$ cat config.mk
export PLATFORM = sky130hd
export DESIGN_NAME = murmur2_hash32_stream
export DESIGN_NICKNAME = d
export VERILOG_FILES = /design/src/sv/mh2_pkg.sv /design/src/sv/mh2_fifo.sv /design/src/sv/mh2_front.sv /design/src/sv/mh2_back.sv /design/src/sv/murmur2_hash32_stream.sv
export SDC_FILE = /design/constraint.sdc
export NUM_CORES = 1
export LEC_CHECK = 0
export CAP_MARGIN = 20
export CORE_MARGIN = 5
export CORE_UTILIZATION = 46
export CTS_CLUSTER_DIAMETER = 200
export DETAILED_ROUTE_END_ITERATION = 10
export DONT_BUFFER_PORTS = 1
export PLACE_DENSITY = 0.73
export SLEW_MARGIN = 10
export SYNTH_ARGS = -nofsm -noshare
export SYNTH_HDL_FRONTEND = slang
export SYNTH_SLANG_ARGS = --single-unit
$ cat constraint.sdc
create_clock -name aclk -period 9.04 [get_ports aclk]
set_input_delay 1.356 -clock aclk [delete_from_list [all_inputs] [get_ports aclk]]
set_output_delay 1.356 -clock aclk [all_outputs]
set_load 0.03 [all_outputs]
$ cat src/sv/mh2_pkg.sv
// Shared types, constants and helper functions for the streaming MurmurHash2 block.
// No dependencies; every other file in this folder imports it.
package mh2_pkg;

    localparam logic [31:0] MIX_MUL    = 32'h5bd1e995;
    localparam int          SHIFT_K    = 24;
    localparam int          SHIFT_A1   = 13;
    localparam int          SHIFT_A2   = 15;
    localparam int          FIFO_DEPTH = 4;

    localparam logic [7:0] CHAR_TAB   = 8'h09;
    localparam logic [7:0] CHAR_LF    = 8'h0a;
    localparam logic [7:0] CHAR_CR    = 8'h0d;
    localparam logic [7:0] CHAR_SPACE = 8'h20;

    typedef logic [0:0] cfg_index_t;
    localparam cfg_index_t REG_SEED    = 1'b0;
    localparam cfg_index_t REG_SKIP_WS = 1'b1;

    // One command from the front end to the mixing engine.
    typedef struct packed {
        logic        load;     // start of message: load accumulator from init
        logic        mix;      // mix a full little-endian word
        logic        fin;      // finalize and emit the hash
        logic        tail;     // fold in leftover tail bytes before finalizing
        logic [31:0] init;     // seed XOR length
        logic [31:0] data;     // full word when mix, else tail bytes
    } cmd_t;

    typedef enum logic [2:0] {
        BK_IDLE,
        BK_K1,
        BK_K2,
        BK_HMIX,
        BK_TAIL,
        BK_AVAL
    } bk_state_t;

    function automatic logic is_blank(input logic [7:0] b);
        return (b == CHAR_TAB) || (b == CHAR_LF) || (b == CHAR_CR) || (b == CHAR_SPACE);
    endfunction

endpackage

$ cat src/sv/mh2_fifo.sv
// Small register queue of mixing commands between the front end and the engine.
// Depends on mh2_pkg for the command type.
module mh2_fifo import mh2_pkg::*; #(
    parameter int DEPTH = FIFO_DEPTH
) (
    input  logic aclk,
    input  logic aresetn,
    input  logic push_valid,
    output logic push_ready,
    input  cmd_t push_cmd,
    output logic pop_valid,
    input  logic pop_ready,
    output cmd_t pop_cmd
);

    localparam int PTR_W = (DEPTH > 1) ? $clog2(DEPTH) : 1;
    localparam int CNT_W = $clog2(DEPTH + 1);

    cmd_t             mem_reg [DEPTH];
    logic [PTR_W-1:0] wr_ptr_reg, wr_ptr_next;
    logic [PTR_W-1:0] rd_ptr_reg, rd_ptr_next;
    logic [CNT_W-1:0] count_reg, count_next;
    logic             do_push, do_pop;

    assign push_ready = (count_reg != CNT_W'(DEPTH));
    assign pop_valid  = (count_reg != '0);
    assign pop_cmd    = mem_reg[rd_ptr_reg];
    assign do_push    = push_valid && push_ready;
    assign do_pop     = pop_valid && pop_ready;

    always_comb begin
        wr_ptr_next = wr_ptr_reg;
        rd_ptr_next = rd_ptr_reg;
        count_next  = count_reg;
        if (do_push) begin
            wr_ptr_next = (wr_ptr_reg == PTR_W'(DEPTH - 1)) ? '0 : wr_ptr_reg + 1'b1;
        end
        if (do_pop) begin
            rd_ptr_next = (rd_ptr_reg == PTR_W'(DEPTH - 1)) ? '0 : rd_ptr_reg + 1'b1;
        end
        if (do_push && !do_pop) begin
            count_next = count_reg + 1'b1;
        end else if (do_pop && !do_push) begin
            count_next = count_reg - 1'b1;
        end
    end

    always_ff @(posedge aclk) begin
        if (!aresetn) begin
            wr_ptr_reg <= '0;
            rd_ptr_reg <= '0;
            count_reg  <= '0;
        end else begin
            wr_ptr_reg <= wr_ptr_next;
            rd_ptr_reg <= rd_ptr_next;
            count_reg  <= count_next;
        end
    end

    always_ff @(posedge aclk) begin
        if (do_push) begin
            mem_reg[wr_ptr_reg] <= push_cmd;
        end
    end

endmodule

$ cat src/sv/mh2_front.sv
// Front end: holds the configuration, filters whitespace, tracks message state,
// packs bytes into words and issues mixing commands. Depends on mh2_pkg.
module mh2_front import mh2_pkg::*; (
    input  logic        aclk,
    input  logic        aresetn,
    input  logic        cfg_wr_en,
    input  cfg_index_t  cfg_index,
    input  logic [31:0] cfg_wdata,
    input  logic        item_valid,
    output logic        item_ready,
    input  logic [7:0]  data_byte,
    input  logic        byte_valid,
    input  logic [31:0] message_length,
    input  logic        last_item,
    output logic        cmd_valid,
    input  logic        cmd_ready,
    output cmd_t        cmd
);

    logic [31:0] seed_reg;
    logic        skip_reg;
    logic        in_msg_reg, in_msg_next;
    logic        pend_reg, pend_next;
    logic [1:0]  cnt_reg, cnt_next;
    logic [23:0] pw_reg, pw_next;
    logic [31:0] init_reg, init_next;

    logic        accept, kept, starting, pend, mix;
    logic [1:0]  cnt;
    logic [23:0] pw;

    assign item_ready = cmd_ready;
    assign accept     = item_valid && item_ready;

    always_comb begin
        kept     = byte_valid && !(skip_reg && is_blank(data_byte));
        starting = !in_msg_reg && (kept || last_item);
        pend     = starting || pend_reg;
        cnt      = starting ? 2'd0 : cnt_reg;
        pw       = starting ? 24'd0 : pw_reg;
        init_next = starting ? (seed_reg ^ message_length) : init_reg;
        mix      = 1'b0;
        cnt_next = cnt;
        pw_next  = pw;

        if (kept) begin
            if (cnt == 2'd3) begin
                mix      = 1'b1;
                cnt_next = 2'd0;
                pw_next  = '0;
            end else begin
                pw_next  = pw | (24'(data_byte) << {cnt, 3'b000});
                cnt_next = cnt + 2'd1;
            end
        end

        cmd.load = pend;
        cmd.mix  = mix;
        cmd.fin  = last_item;
        cmd.tail = last_item && (cnt_next != 2'd0);
        cmd.init = init_next;
        cmd.data = mix ? {data_byte, pw} : {8'd0, pw_next};
        cmd_valid = item_valid && (mix || last_item);

        // The load flag rides on the first command of each message.
        pend_next   = (mix || last_item) ? 1'b0 : pend;
        in_msg_next = (starting || in_msg_reg) && !last_item;
        if (last_item) begin
            cnt_next = 2'd0;
            pw_next  = '0;
        end
    end

    always_ff @(posedge aclk) begin
        if (!aresetn) begin
            seed_reg   <= '0;
            skip_reg   <= 1'b0;
            in_msg_reg <= 1'b0;
            pend_reg   <= 1'b0;
            cnt_reg    <= '0;
        end else begin
            if (cfg_wr_en) begin
                unique case (cfg_index)
                    REG_SEED:    seed_reg <= cfg_wdata;
                    REG_SKIP_WS: skip_reg <= cfg_wdata[0];
                    default:     ;
                endcase
            end
            if (accept) begin
                in_msg_reg <= in_msg_next;
                pend_reg   <= pend_next;
                cnt_reg    <= cnt_next;
            end
        end
    end

    always_ff @(posedge aclk) begin
        if (accept) begin
            pw_reg   <= pw_next;
            init_reg <= init_next;
        end
    end

endmodule

$ cat src/sv/mh2_back.sv
// Mixing engine: executes queued commands on one shared multiply-by-constant
// unit and holds the finished hash in an output register. Depends on mh2_pkg.
module mh2_back import mh2_pkg::*; (
    input  logic        aclk,
    input  logic        aresetn,
    input  logic        cmd_valid,
    output logic        cmd_ready,
    input  cmd_t        cmd,
    output logic        out_valid,
    input  logic        out_ready,
    output logic [31:0] out_hash
);

    bk_state_t   state_reg, state_next;
    cmd_t        cmd_reg;
    logic [31:0] h_reg, h_next;
    logic [31:0] k_reg, k_next;
    logic [31:0] hash_reg, hash_next;
    logic        valid_reg, valid_next;
    logic [31:0] mul_in, prod;
    logic        out_free, take_cmd;

    assign out_free  = !valid_reg || out_ready;
    assign prod      = mul_in * MIX_MUL;
    assign cmd_ready = (state_reg == BK_IDLE);
    assign take_cmd  = cmd_valid && cmd_ready;
    assign out_valid = valid_reg;
    assign out_hash  = hash_reg;

    always_comb begin
        state_next = state_reg;
        unique case (state_reg)
            BK_IDLE: begin
                if (cmd_valid) begin
                    if (cmd.mix) begin
                        state_next = BK_K1;
                    end else if (cmd.tail) begin
                        state_next = BK_TAIL;
                    end else begin
                        state_next = BK_AVAL;
                    end
                end
            end
            BK_K1:   state_next = BK_K2;
            BK_K2:   state_next = BK_HMIX;
            BK_HMIX: state_next = cmd_reg.fin ? BK_AVAL : BK_IDLE;
            BK_TAIL: state_next = BK_AVAL;
            BK_AVAL: state_next = out_free ? BK_IDLE : BK_AVAL;
            default: state_next = BK_IDLE;
        endcase
    end

    always_comb begin
        mul_in     = h_reg;
        h_next     = h_reg;
        k_next     = k_reg;
        hash_next  = hash_reg;
        valid_next = valid_reg && !out_ready;
        unique case (state_reg)
            BK_IDLE: begin
                if (cmd_valid && cmd.load) begin
                    h_next = cmd.init;
                end
            end
            BK_K1: begin
                mul_in = cmd_reg.data;
                k_next = prod;
            end
            BK_K2: begin
                mul_in = k_reg ^ (k_reg >> SHIFT_K);
                k_next = prod;
            end
            BK_HMIX: begin
                mul_in = h_reg;
                h_next = prod ^ k_reg;
            end
            BK_TAIL: begin
                mul_in = h_reg ^ cmd_reg.data;
                h_next = prod;
            end
            BK_AVAL: begin
                mul_in = h_reg ^ (h_reg >> SHIFT_A1);
                if (out_free) begin
                    hash_next  = prod ^ (prod >> SHIFT_A2);
                    valid_next = 1'b1;
                end
            end
            default: ;
        endcase
    end

    always_ff @(posedge aclk) begin
        if (!aresetn) begin
            state_reg <= BK_IDLE;
            valid_reg <= 1'b0;
        end else begin
            state_reg <= state_next;
            valid_reg <= valid_next;
        end
    end

    always_ff @(posedge aclk) begin
        if (take_cmd) begin
            cmd_reg <= cmd;
        end
        h_reg    <= h_next;
        k_reg    <= k_next;
        hash_reg <= hash_next;
    end

endmodule

$ cat src/sv/murmur2_hash32_stream.sv
// Top level of the streaming 32-bit MurmurHash2 block.
// Instantiates mh2_front, mh2_fifo and mh2_back; depends on mh2_pkg.
//
// The block takes one message byte per transfer and returns the 32-bit hash in
// one result transfer after the transfer that carries tlast. The front end
// accepts a byte every cycle while its command queue has room. The engine runs
// every multiplication through one 32x32 multiply-by-constant unit, so a full
// four-byte word takes a queue pop and three multiplies (K1, K2, HMIX), which
// sustains one byte per cycle while no hash is held up. A message end takes a
// pop, the word mix or a tail multiply where there is one, then the avalanche
// (held while the last hash is unread) before the hash shows on m_tvalid.
// Configuration writes take effect at once; seed is sampled at the first kept
// byte of a message, or at an end mark that arrives while idle.
module murmur2_hash32_stream import mh2_pkg::*; #(
    parameter int QUEUE_DEPTH = FIFO_DEPTH
) (
    input  logic        aclk,
    input  logic        aresetn,
    input  logic        cfg_wr_en,
    input  cfg_index_t  cfg_index,
    input  logic [31:0] cfg_wdata,
    input  logic        s_tvalid,
    output logic        s_tready,
    input  logic [39:0] s_tdata,   // data_byte [7:0], message_length [39:8]
    input  logic        s_tuser,   // byte_valid
    input  logic        s_tlast,   // last_item
    output logic        m_tvalid,
    input  logic        m_tready,
    output logic [31:0] m_tdata    // hash_value [31:0]
);

    logic cmd_valid, cmd_ready, q_valid, q_ready;
    cmd_t cmd, q_cmd;

    mh2_front u_front (
        .aclk           (aclk),
        .aresetn        (aresetn),
        .cfg_wr_en      (cfg_wr_en),
        .cfg_index      (cfg_index),
        .cfg_wdata      (cfg_wdata),
        .item_valid     (s_tvalid),
        .item_ready     (s_tready),
        .data_byte      (s_tdata[7:0]),
        .byte_valid     (s_tuser),
        .message_length (s_tdata[39:8]),
        .last_item      (s_tlast),
        .cmd_valid      (cmd_valid),
        .cmd_ready      (cmd_ready),
        .cmd            (cmd)
    );

    mh2_fifo #(
        .DEPTH (QUEUE_DEPTH)
    ) u_fifo (
        .aclk       (aclk),
        .aresetn    (aresetn),
        .push_valid (cmd_valid),
        .push_ready (cmd_ready),
        .push_cmd   (cmd),
        .pop_valid  (q_valid),
        .pop_ready  (q_ready),
        .pop_cmd    (q_cmd)
    );

    mh2_back u_back (
        .aclk      (aclk),
        .aresetn   (aresetn),
        .cmd_valid (q_valid),
        .cmd_ready (q_ready),
        .cmd       (q_cmd),
        .out_valid (m_tvalid),
        .out_ready (m_tready),
        .out_hash  (m_tdata)
    );

endmodule

==> results.txt <==
number of enable flip-flop cells after synthesis -> 457
largest stage delay on the critical path -> 0.56 ns
CTS clk-pin slew, worst paths -> 0.06 ns
first-pass detailed-route iteration total -> 6
input/output buffers -> 0
critical-path cell with the highest stage delay -> nand3_1
crit path DAT -> 8.99 ns
height of the die -> 267 um
most repeated cell in the gate-level netlist after synthesis -> edfxtp_1
end of the worst register-to-register path -> u_back.h_reg[29]$_DFFE_PP_
Hold Crit Depth -> 2
Vias -> 18677
type of destination of the critical path -> flip-flop
number of I/O pins -> 114
combinational family with the most area after synthesis -> adder cells
status -> completed
TritonCTS clock tree -> built
ANT cells -> 0
simple-gate portion of the synthesized area -> 5.19%
mean instance size in the synthesized netlist -> 12.9 um2
Critical R2R Launch -> u_back.state_reg[0]$_SDFFE_PN0P_
achievable frequency -> 0.116 GHz
R2R depth -> 27
number of buffer and inverter stages on the critical path -> 8
placement row count -> 94
area of the mapped netlist -> 30400 um2
dpl hpwl -> 58900 um
Crit Path Category -> flip-flop to flip-flop
Post-Place Cells -> 3188
Post-Place Cell Area -> 31700 um2
share of final-layout standard cells stronger than drive strength 1 -> 10.6%
antenna violations before repair -> 0
number of flip-flops under the largest register name -> 272
setup TNS after final layout -> 0 ns
sum of routed wire length over all layers -> 77600 um
number of endpoints with negative hold slack in the final report -> 0
largest buffer count on any clock path -> 3
endpoint required time on the critical path -> 9.40 ns
Synth area leader -> edfxtp_1
dominant register cell in the synthesized netlist -> edfxtp_1
main area contributors after synthesis -> edfxtp_1 (45%), fa_1 (12%), ha_1 (9.2%), mux4_2 (5.0%), inv_1 (4.7%)
Final ANT Viol Nets -> 0
total routing resource utilization after global routing -> 21.7%
xor-xnor portion of the synthesized cell area -> 4.26%
starting utilization of the core area -> 46.3%
CTS buffer count -> 52
multiplexer area fraction after synthesis -> 5.76%
unrepaired setup endpoints after global routing -> false
Endpoint, Worst Hold -> u_front.seed_reg[8]$_SDFFE_PN0P_
largest net degree at the start of global routing -> 68
sinks on the clock net -> 507
most common library cells after synthesis -> edfxtp_1 (457), inv_1 (382), ha_1 (223)
startpoint class of the critical path -> flip-flop
synthesized-area fraction occupied by adder cells -> 21.1%
H-tree depth -> 2
Net Count, Synth -> 2841
reg2reg setup slack -> 0.42 ns
launching element of the worst setup path -> u_back.state_reg[0]$_SDFFE_PN0P_
Die X -> 267 um
worst min-delay path category -> flip-flop to flip-flop
sequential element share of the synthesized area -> 48.4%
top cell type's share of synthesized area -> 45.1%
maximum fanout encountered on the critical timing path -> 27
final weighted congestion in routability-driven placement -> 0.982
cell type with the highest occurrence count on the critical path -> fa_1
clock latency on the worst-skew pair -> 0.63 ns
Synth Area in Compound Gates -> 9.16%
routed wirelength normalized by instance count -> 23.6 um
Max Slew Vio Count -> 0
NumNets Final -> 2865
number of non-filler instances in the completed layout -> 3285
worst relative slew slack -> 21.7%
Post-CTS Repair Setup Buffers -> 0
via count of the first global-routing pass -> 19421
clk_skew -> 0.0909 ns
fin util -> 50.9%
First DRT Iteration DRCs -> 1598
register bit count reported by yosys -> 507
cell count after synthesis -> 2356
per-cell via count in the routed design -> 5.69
time the worst path needs with I/O delays and setup -> 8.62 ns
share of synthesized registers carrying an async set or reset -> 0%
launch instance of the worst min-delay path -> u_front.seed_reg[8]$_SDFFE_PN0P_
total global routing overflow -> 0
number of failing setup endpoints in the final timing report -> 0
area of the core -> 65700 um2
Synth-to-Final Area Change -> 9.94%
master cell of the clock root buffer -> clkbuf_16
dominant delay contributor by cell family on the critical path -> adder cells
Worst-Margin Slew -> 1.17 ns
Max Cap Viol -> 0
overall die area -> 71400 um2
Unique masters post-synth -> 75
remaining routing DRC violations -> 0
crit share post-route -> 95.4%
final cell area excluding filler cells -> 33500 um2
global-route wire length before repair -> 118000 um
total number of yosys warnings -> 0
[through the flow]
step | hold slack, ns | setup WS (ns)
after floorplan | 0.439 | 0.153
after global placement | 0.461 | 0.431
after detailed placement | 0.469 | 0.338
after CTS | 0.477 | 0.356
after global routing | 0.501 | 0.0352
final | 0.471 | 0.415
[tightest hold or removal path: stages, from the launching register on]
cell	delay [ns]
dfxtp_1	0.31
nand2_1	0.05
a21boi_0	0.06
[routing by layer]
metal  part of all wire, %  GRT usage, %  up-vias
li1                      -             -     8341
met1                    40          29.2     9469
met2                    49          36.2      735
met3                   6.9          3.60      132
met4                   3.6          7.17        0
met5                     0             0        -
[worst max-delay path by stage]
| stage | end | slack (ns) | cells after the start |
|---|---|---|---|
| floorplan | u_back.h_reg[31]$_DFFE_PP_ | 0.15 | 28 |
| global placement | u_back.h_reg[31]$_DFFE_PP_ | 0.43 | 23 |
| detailed placement | u_back.h_reg[26]$_DFFE_PP_ | 0.34 | 30 |
| CTS | u_back.h_reg[26]$_DFFE_PP_ | 0.36 | 30 |
| global route | u_back.h_reg[26]$_DFFE_PP_ | 0.04 | 30 |
| finish | u_back.h_reg[29]$_DFFE_PP_ | 0.42 | 27 |
[cells in the final DEF (no fill, tap or decap), types with 17 or more instances in the layout]
cell type | synthesis | final
edfxtp_1 | 457 | 457
inv_1 | 382 | 381
ha_1 | 223 | 223
fa_1 | 182 | 182
nand2_1 | 141 | 140
xnor2_1 | 99 | 99
o21ai_0 | 73 | 72
buf_4 | 2 | 71
mux4_2 | 68 | 68
nor2_1 | 64 | 63
a22oi_1 | 62 | 62
clkbuf_16 | 0 | 52
a21oi_1 | 50 | 50
dfxtp_1 | 50 | 45
a21boi_0 | 37 | 37
xor2_1 | 33 | 33
a22o_1 | 29 | 29
mux2i_1 | 22 | 22
nor3_1 | 20 | 19
nand3_1 | 19 | 19
a21o_1 | 18 | 18
and3_1 | 22 | 17
[what timing repair did]
| action | in CTS | in global routing |
|---|---|---|
| resized for setup | 0 | 2 |
| endpoints found under the setup margin | 0 | 2 |
| hold buffers | 0 | 0 |
| endpoints found under the hold margin | 0 | 0 |
[kinds of logic (layout without fill, tap and decap cells)]
family | Yosys count | count (layout)
buffers and inverters | 487 | 552
multiplexers | 90 | 90
XOR/XNOR | 139 | 139
AO/OA/AOI/OAI | 392 | 392
adder cells (fa/ha/maj) | 405 | 405
AND/OR/NAND/NOR | 336 | 336
flip-flops | 507 | 507
[layout make-up]
class,instances,area [um2]
fill,5479,32300
sequential,507,14700
multi-input combinational,1362,13900
inverter,385,1450
clock buffer,58,1320
tap,864,1080
timing repair buffer,72,561
clock inverter,37,417
Power is not shown: default switching activity piles up to over one toggle a cycle in this logic, so the estimate is an artifact.
